==> src/design/amas_pkg.sv <==
`timescale 1ns / 1ps
`default_nettype none
// ----------------------------------------------------------------------------
// amas_pkg
// Shared widths, defaults and the beat type for the moving-average slew core.
// ----------------------------------------------------------------------------
package amas_pkg;

  localparam int CHAN_W              = 2;
  localparam int RAW_W               = 12;
  localparam int SAMPLE_W            = 8;
  localparam int SAMPLE_LSB          = 4;
  localparam int SAMPLE_MAX          = 255;
  localparam int WINDOW_LENGTH_DEF   = 249;
  localparam int CHANNEL_COUNT_DEF   = 4;

  // average handed from the divide stage to the slew stage
  typedef struct packed {
    logic [CHAN_W-1:0]   channel;
    logic                used;
    logic [SAMPLE_W-1:0] average;
  } avg_beat_t;

endpackage
`default_nettype wire

==> src/design/amas_out_if.sv <==
`timescale 1ns / 1ps
`default_nettype none
// ----------------------------------------------------------------------------
// amas_out_if
// Result channel: channel, window average and slew-limited value.
// ----------------------------------------------------------------------------
interface amas_out_if;
  logic                          valid;
  logic                          ready;
  logic [amas_pkg::CHAN_W-1:0]   channel_out;
  logic [amas_pkg::SAMPLE_W-1:0] window_average;
  logic [amas_pkg::SAMPLE_W-1:0] tracked_value;

  modport source (output valid, output channel_out, output window_average,
                  output tracked_value, input ready);
  modport sink   (input valid, input channel_out, input window_average,
                  input tracked_value, output ready);
endinterface
`default_nettype wire

==> src/design/amas_slew_unit.sv <==
`timescale 1ns / 1ps
`default_nettype none
// ----------------------------------------------------------------------------
// amas_slew_unit
// Per-channel slew limiter state and the result output register.
// ----------------------------------------------------------------------------
module amas_slew_unit #(
  parameter int CHANNEL_COUNT = amas_pkg::CHANNEL_COUNT_DEF,
  parameter int CH_IDX_W      = (CHANNEL_COUNT > 1) ? $clog2(CHANNEL_COUNT) : 1
) (
  input  logic                clk,
  input  logic                rst_n,
  input  logic                beat_valid,
  output logic                beat_ready,
  input  amas_pkg::avg_beat_t beat,
  amas_out_if.source          out_beat
);

  logic [amas_pkg::SAMPLE_W-1:0] slew_r [CHANNEL_COUNT];
  logic                          out_valid_r;
  logic [amas_pkg::CHAN_W-1:0]   out_ch_r;
  logic [amas_pkg::SAMPLE_W-1:0] out_avg_r;
  logic [amas_pkg::SAMPLE_W-1:0] out_trk_r;

  logic                          fire;
  logic [CH_IDX_W-1:0]           idx;
  logic [amas_pkg::SAMPLE_W-1:0] trk_cur;
  logic [amas_pkg::SAMPLE_W-1:0] trk_nxt;

  assign beat_ready = !out_valid_r || out_beat.ready;
  assign fire       = beat_valid && beat_ready;
  assign idx        = beat.used ? CH_IDX_W'(beat.channel) : '0;
  assign trk_cur    = slew_r[idx];

  always_comb begin
    priority if (trk_cur < beat.average) begin
      trk_nxt = trk_cur + 1'b1;
    end else if (trk_cur > beat.average) begin
      trk_nxt = trk_cur - 1'b1;
    end else begin
      trk_nxt = trk_cur;
    end
  end

  always_ff @(posedge clk) begin
    if (!rst_n) begin
      out_valid_r <= 1'b0;
      for (int i = 0; i < CHANNEL_COUNT; i++) begin
        slew_r[i] <= '0;
      end
    end else begin
      if (fire) begin
        out_valid_r <= 1'b1;
      end else if (out_beat.ready) begin
        out_valid_r <= 1'b0;
      end
      if (fire && beat.used) begin
        slew_r[idx] <= trk_nxt;
      end
    end
  end

  // unused channel reports zero average and tracked value
  always_ff @(posedge clk) begin
    if (fire) begin
      out_ch_r  <= beat.channel;
      out_avg_r <= beat.used ? beat.average : '0;
      out_trk_r <= beat.used ? trk_nxt : '0;
    end
  end

  assign out_beat.valid          = out_valid_r;
  assign out_beat.channel_out    = out_ch_r;
  assign out_beat.window_average = out_avg_r;
  assign out_beat.tracked_value  = out_trk_r;

endmodule
`default_nettype wire

==> src/flat_wrapper.sv <==
// flat-port wrapper written by rule: the top's interface ports become plain ports
module amas_slew_unit_flat 
#(
  parameter int CHANNEL_COUNT = amas_pkg::CHANNEL_COUNT_DEF,
  parameter int CH_IDX_W      = (CHANNEL_COUNT > 1) ? $clog2(CHANNEL_COUNT) : 1
)
  (clk, rst_n, beat_valid, beat_ready, beat, out_beat_valid, out_beat_channel_out, out_beat_window_average, out_beat_tracked_value, out_beat_ready);
  amas_out_if out_beat_i ();
  input  logic clk;
  input  logic rst_n;
  input  logic beat_valid;
  output logic beat_ready;
  input  amas_pkg::avg_beat_t beat;
  output wire logic [$bits(out_beat_i.valid)-1:0] out_beat_valid;
  output wire logic [$bits(out_beat_i.channel_out)-1:0] out_beat_channel_out;
  output wire logic [$bits(out_beat_i.window_average)-1:0] out_beat_window_average;
  output wire logic [$bits(out_beat_i.tracked_value)-1:0] out_beat_tracked_value;
  input wire logic [$bits(out_beat_i.ready)-1:0] out_beat_ready;
  assign out_beat_valid = out_beat_i.valid;
  assign out_beat_channel_out = out_beat_i.channel_out;
  assign out_beat_window_average = out_beat_i.window_average;
  assign out_beat_tracked_value = out_beat_i.tracked_value;
  assign out_beat_i.ready = out_beat_ready;
  amas_slew_unit #(.CHANNEL_COUNT(CHANNEL_COUNT), .CH_IDX_W(CH_IDX_W)) u_core (.clk(clk), .rst_n(rst_n), .beat_valid(beat_valid), .beat_ready(beat_ready), .beat(beat), .out_beat(out_beat_i));
endmodule
==> config.mk <==
export PLATFORM = sky130hd
export DESIGN_NAME = amas_slew_unit_flat
export DESIGN_NICKNAME = d
export VERILOG_FILES = /design/src/design/amas_pkg.sv /design/src/design/amas_out_if.sv /design/src/design/amas_slew_unit.sv /design/src/flat_wrapper.sv
export SDC_FILE = /design/constraint.sdc
export NUM_CORES = 1
export LEC_CHECK = 0
export BUFFER_PORTS_ARGS = -buffer_cell sky130_fd_sc_hd__buf_2
export CAP_MARGIN = 40
export CORE_MARGIN = 1.5
export CORE_UTILIZATION = 35
export DETAILED_ROUTE_END_ITERATION = 8
export PLACE_DENSITY = 0.64
export SLEW_MARGIN = 0
export SYNTH_ARGS = -nofsm -noshare
export SYNTH_HDL_FRONTEND = slang
export SYNTH_SLANG_ARGS = --single-unit
==> constraint.sdc <==
create_clock -name clk -period 3.9 [get_ports clk]
set_input_delay 0.195 -clock clk [delete_from_list [all_inputs] [get_ports clk]]
set_output_delay 0.195 -clock clk [all_outputs]
set_load 0.01 [all_outputs]
# --- Word level (Yosys, flattened, before mapping) ---
# Memories as Yosys holds them, arrays and structs flattened.
# Index checks and enable logic that the tools add are counted.
# Widths: inputs -> output; s select.
op_classes:
  n_addsub: 2
  magnitude_cmp: 2
  muxes: 12
  n_reduce_logical: 6
op_table:
  columns: ["operator", "n"]
  rows:
  - ["$mux 8", 3]
  - ["$add 8x1->8 const B", 1]
  - ["$gt 8x8->1", 1]
  - ["$lt 8x8->1", 1]
  - ["$reduce_or 8->1", 1]
  - ["$sub 8x1->8 const B", 1]
  - ["$mux 1", 7]
  - ["$mux 2", 2]
  - ["$logic_and 1x1->1", 2]
  - ["$reduce_bool 2->1", 1]
  - ["$logic_not 1->1", 1]
  - ["$logic_or 1x1->1", 1]
totals:
  regBits: 19
  ramBits: 32
  inputBits: 15
  word_cells: 27
  mem_count: 1
memory_table:
  columns: ["memory", "depth", "width", "read_ports", "rd_ports_with_merged_regs", "write_ports", "line_no", "rtl"]
  rows:
  - ["u_core.slew_r", 4, 8, 1, 0, 4, "amas_slew_unit.sv:19", "logic [amas_pkg::SAMPLE_W-1:0] slew_r [CHANNEL_COUNT];"]

# --- Longest topological paths before layout ---
depth:
  depth_word: 9
  depth_mapped: 15
  depth_no_buf: 10

# --- Least setup slack after synthesis ---
# Ideal clock, no wire load.
synth_path:
  kind: "input port to flip-flop"
  startpoint: "input beat[9] in the netlist's numbering"
  endpoint: "memory u_core.slew_r[2][7] in the netlist's numbering, data pin"
  setup_ns: 0.180
  arrival_time_ns: 3.433
  required_time_ns: 3.720
  path_slack_ns: 0.286
  stages: 15
  path_buffers: 5
  cell_sequence: "buf_6 buf_6 buf_2 mux2_2 a22oi_1 o21ai_0 clkbuf_1 ha_1 and4_1 o2111ai_1 o211a_1 or4_1 buf_2 or4_1 o311ai_1"
synth_lines:
  columns: ["item", "line_no", "rtl"]
  rows:
  - ["from (decl)", "flat_wrapper.sv:13", "input amas_pkg::avg_beat_t beat;"]
  - ["to (decl)", "amas_slew_unit.sv:19", null]

==> metrics.txt <==
status finished, final reports clean; RSZ-0062 raised after global routing no; CP Max Fanout 10; HPWL after DPL 5.37 mm; fin cells 411; CTS H-tree depth 2; synthesized area 0.00292 mm²; Worst Hold Class in2reg; FF-to-FF setup slack 0.47 ns; Avg Inst Size Synth 10.8 µm²; cell chain of the critical path mux2_2 -> nand2_1 -> o21ai_0 -> ha_1 -> and4_1 -> o2111ai_1 -> o211a_1 -> or4_1 -> or4_1 -> o311ai_1; Num CTS Buffers 5; ANT cells 0; Synth Register Bits 51; Ports 35; Peak VDD IR 136 µV; WL/cell 17.6 µm; setup TNS 0 ns; nets@finish 330; reg-to-reg endpoint u_core.slew_r[2][7]; fillers 780; worst r2r path cells 10; ys flop type edfxtp_1; Placer Congestion 0.881; cts hold-fix bufs 0; largest family of logic cells by synthesized area simple AND/OR/NAND/NOR gates; xor/xnor cell area share of the yosys netlist 0.900%; post-cts resize count 0; Max-slew headroom 54.6%; yosys warns 0; Synth Instances 271; sequential area share after synthesis 52.1%; post-synthesis net count 296; # DRC 0; postcts setup bufs 0; Routed WL 7.25 mm; CTS tree yes; via/cell ratio 5.61; Adder-Cell Fraction of Synth Area 4.28%; Least-Margin Pin Slew 0.675 ns; Post-Synth Simple-Gate Area 20.8%; global route overflow 0; cell mode on critical path or4_1; Setup crit start kind register; Core Box Area 0.00813 mm²; minimum clock period after layout 3.43 ns; total track usage 17.6%; skew final 0.00782 ns; CP max stage cell or4_1; final-report setup violation count 0; compound-cell area share of the yosys netlist 11.8%; vias in the first global route 2,187; clock buffer depth 2; final hold violation count 0; Max Cap Violations 0; Die Y 94.3 µm; Initial DRC Count 170; PwrDens 361 mW/mm²; WS Path Type reg2reg; worst skew pair latency 0.30 ns; Root Buffer clkbuf_8; Initial Util 35.9%; fin crit share 87.9%; Clock transition at path regs 0.10 ns; first-pass GRT wire length 11.7 mm; leakage 1.30 nW; Hold Path Cell Cnt 3; via count 2,306; Post-synth ARST share 0%; proportion of layout cells with a drive suffix above 1 19.3%; number of antenna violations at the first check in global routing 0; min-delay src beat_valid; PortBufs 34; std cell rows 33; synthesis-to-finish area growth 12.9%; largest net degree at the start of global routing 27; max-slew violation count 0; Die Wd 94.3 µm; mux share of post-synthesis cell area 4.84%; CP endpoint kind register; RR Startpoint u_core.slew_r[3][4]; critical path's largest stage delay 0.67 ns; Netlist cell types 55; worst-case hold path end point u_core.out_beat.valid; ANT nets after route 0; Sinks on Clock Net 51; Post-Place Cells 403; number of synthesized flops with an enable pin 50; CP arrival 3.55 ns; Fmax 292 MHz; Worst EP required 4.02 ns; drt pass-1 iters 4; area of the die 0.00890 mm²
==> report_power, final <==
part,switching (mW),internal (mW)
clock,0.176,0.126
combinational,0.153,0.0851
sequential,0.0129,0.638
==> synth_stat cells (3+ instances only) <==
cell	number	area, µm²
edfxtp_1	50	1500
nor2_1	32	120
inv_1	19	71.3
nor3_1	15	75.1
nand2_1	14	52.6
ha_1	10	125
or4_1	9	67.6
a21oi_1	7	35.0
clkbuf_1	7	26.3
mux2i_1	7	70.1
o2111ai_1	7	61.3
nand3_1	6	30.0
nand4_1	6	37.5
buf_2	5	25.0
mux2_2	5	56.3
nor3b_1	5	37.5
o21ai_0	5	25.0
o22ai_1	5	31.3
or3_1	5	31.3
and2_1	3	18.8
and3_1	3	18.8
xnor2_1	3	26.3
==> cells in the final DEF, fill, tap and decap left out, drive strengths merged, types with 2 or more instances in the layout <==
cell	instances
a211o	2
a211oi	2
a21boi	2
a21o	2
a21oi	7
a221oi	2
a31o	2
and2	3
and3	3
and4	2
buf	42
clkbuf	6
edfxtp	50
ha	10
inv	20
mux2	6
mux2i	7
nand2	14
nand3	6
nand4	6
nor2	32
nor2b	2
nor3	15
nor3b	5
nor4bb	2
o2111ai	7
o211ai	2
o21ai	6
o22ai	5
o311ai	3
or3	5
or4	9
xnor2	3
==> cell families after synthesis <==
group | count (synthesis)
flops | 51
simple gates | 112
xor+xnor | 3
compound gates | 47
mux | 13
buf+inv | 35
fa+ha+maj | 10
==> state kept, by name, summed over array words and instances (netlist names) <==
name                            flops
u_core.out_beat.tracked_value       8
u_core.out_beat.window_average      8
u_core.out_beat.valid               1
u_core.slew_r                      32
u_core.out_beat.channel_out         2
==> per-layer routing <==
metal / GRT usage (%) / vias to the layer above / wire length, µm
li1: - / 1102 / -
met1: 24.5 / 1127 / 3360
met2: 27.6 / 65 / 3420
met3: 3.22 / 12 / 343
met4: 6.09 / 0 / 121
met5: 0 / - / 0
==> critical path, delay by kind of cell (launching register included) <==
kind	cells	cell delay (ns)
adder cells (fa/ha/maj)	1	0.40
multiplexers	1	0.31
flip-flops	1	0.44
AO/OA/AOI/OAI	4	0.59
AND/OR/NAND/NOR	4	1.50
==> metrics by stage <==
step | setup slack (ns) | power [mW] | utilization (%) | cell area (µm²) | hold WS, ns
CTS | 0.515 | 1.20 | 40.5 | 3300 | 0.147
floorplan | 0.286 | 0.815 | - | 2920 | 0.294
global placement | 0.274 | 0.894 | 39.3 | 3200 | 0.466
global route | 0.223 | 1.25 | 40.5 | 3300 | 0.180
finish | 0.473 | 1.19 | 40.5 | 3300 | 0.151
detailed placement | 0.215 | 0.899 | 39.5 | 3210 | 0.481
==> area by class of cell <==
type	instances	area, µm²	share of cell area [%]
flip-flops and latches	51	1520	46.1
multi-input cells	185	1250	37.8
repair buffers	42	238	7.21
well taps	105	131	3.98
inverters	20	75.1	2.28
clock buffers	6	72.6	2.20
clock inverters	2	12.5	0.380
==> worst max path at each step <==
| stage | from | to | slack, ns | cells past startpoint |
|---|---|---|---|---|
| floorplan | beat[9] | u_core.slew_r[2][7] | 0.29 | 15 |
| global placement | beat[9] | u_core.out_beat.tracked_value[7] | 0.27 | 11 |
| detailed placement | beat[9] | u_core.out_beat.tracked_value[7] | 0.21 | 10 |
| CTS | u_core.slew_r[3][4] | u_core.out_beat.tracked_value[7] | 0.52 | 10 |
| global route | beat[9] | u_core.out_beat.tracked_value[7] | 0.22 | 10 |
| finish | u_core.slew_r[3][4] | u_core.slew_r[2][7] | 0.47 | 10 |
Note: power is estimated with default switching activity, not from simulation.
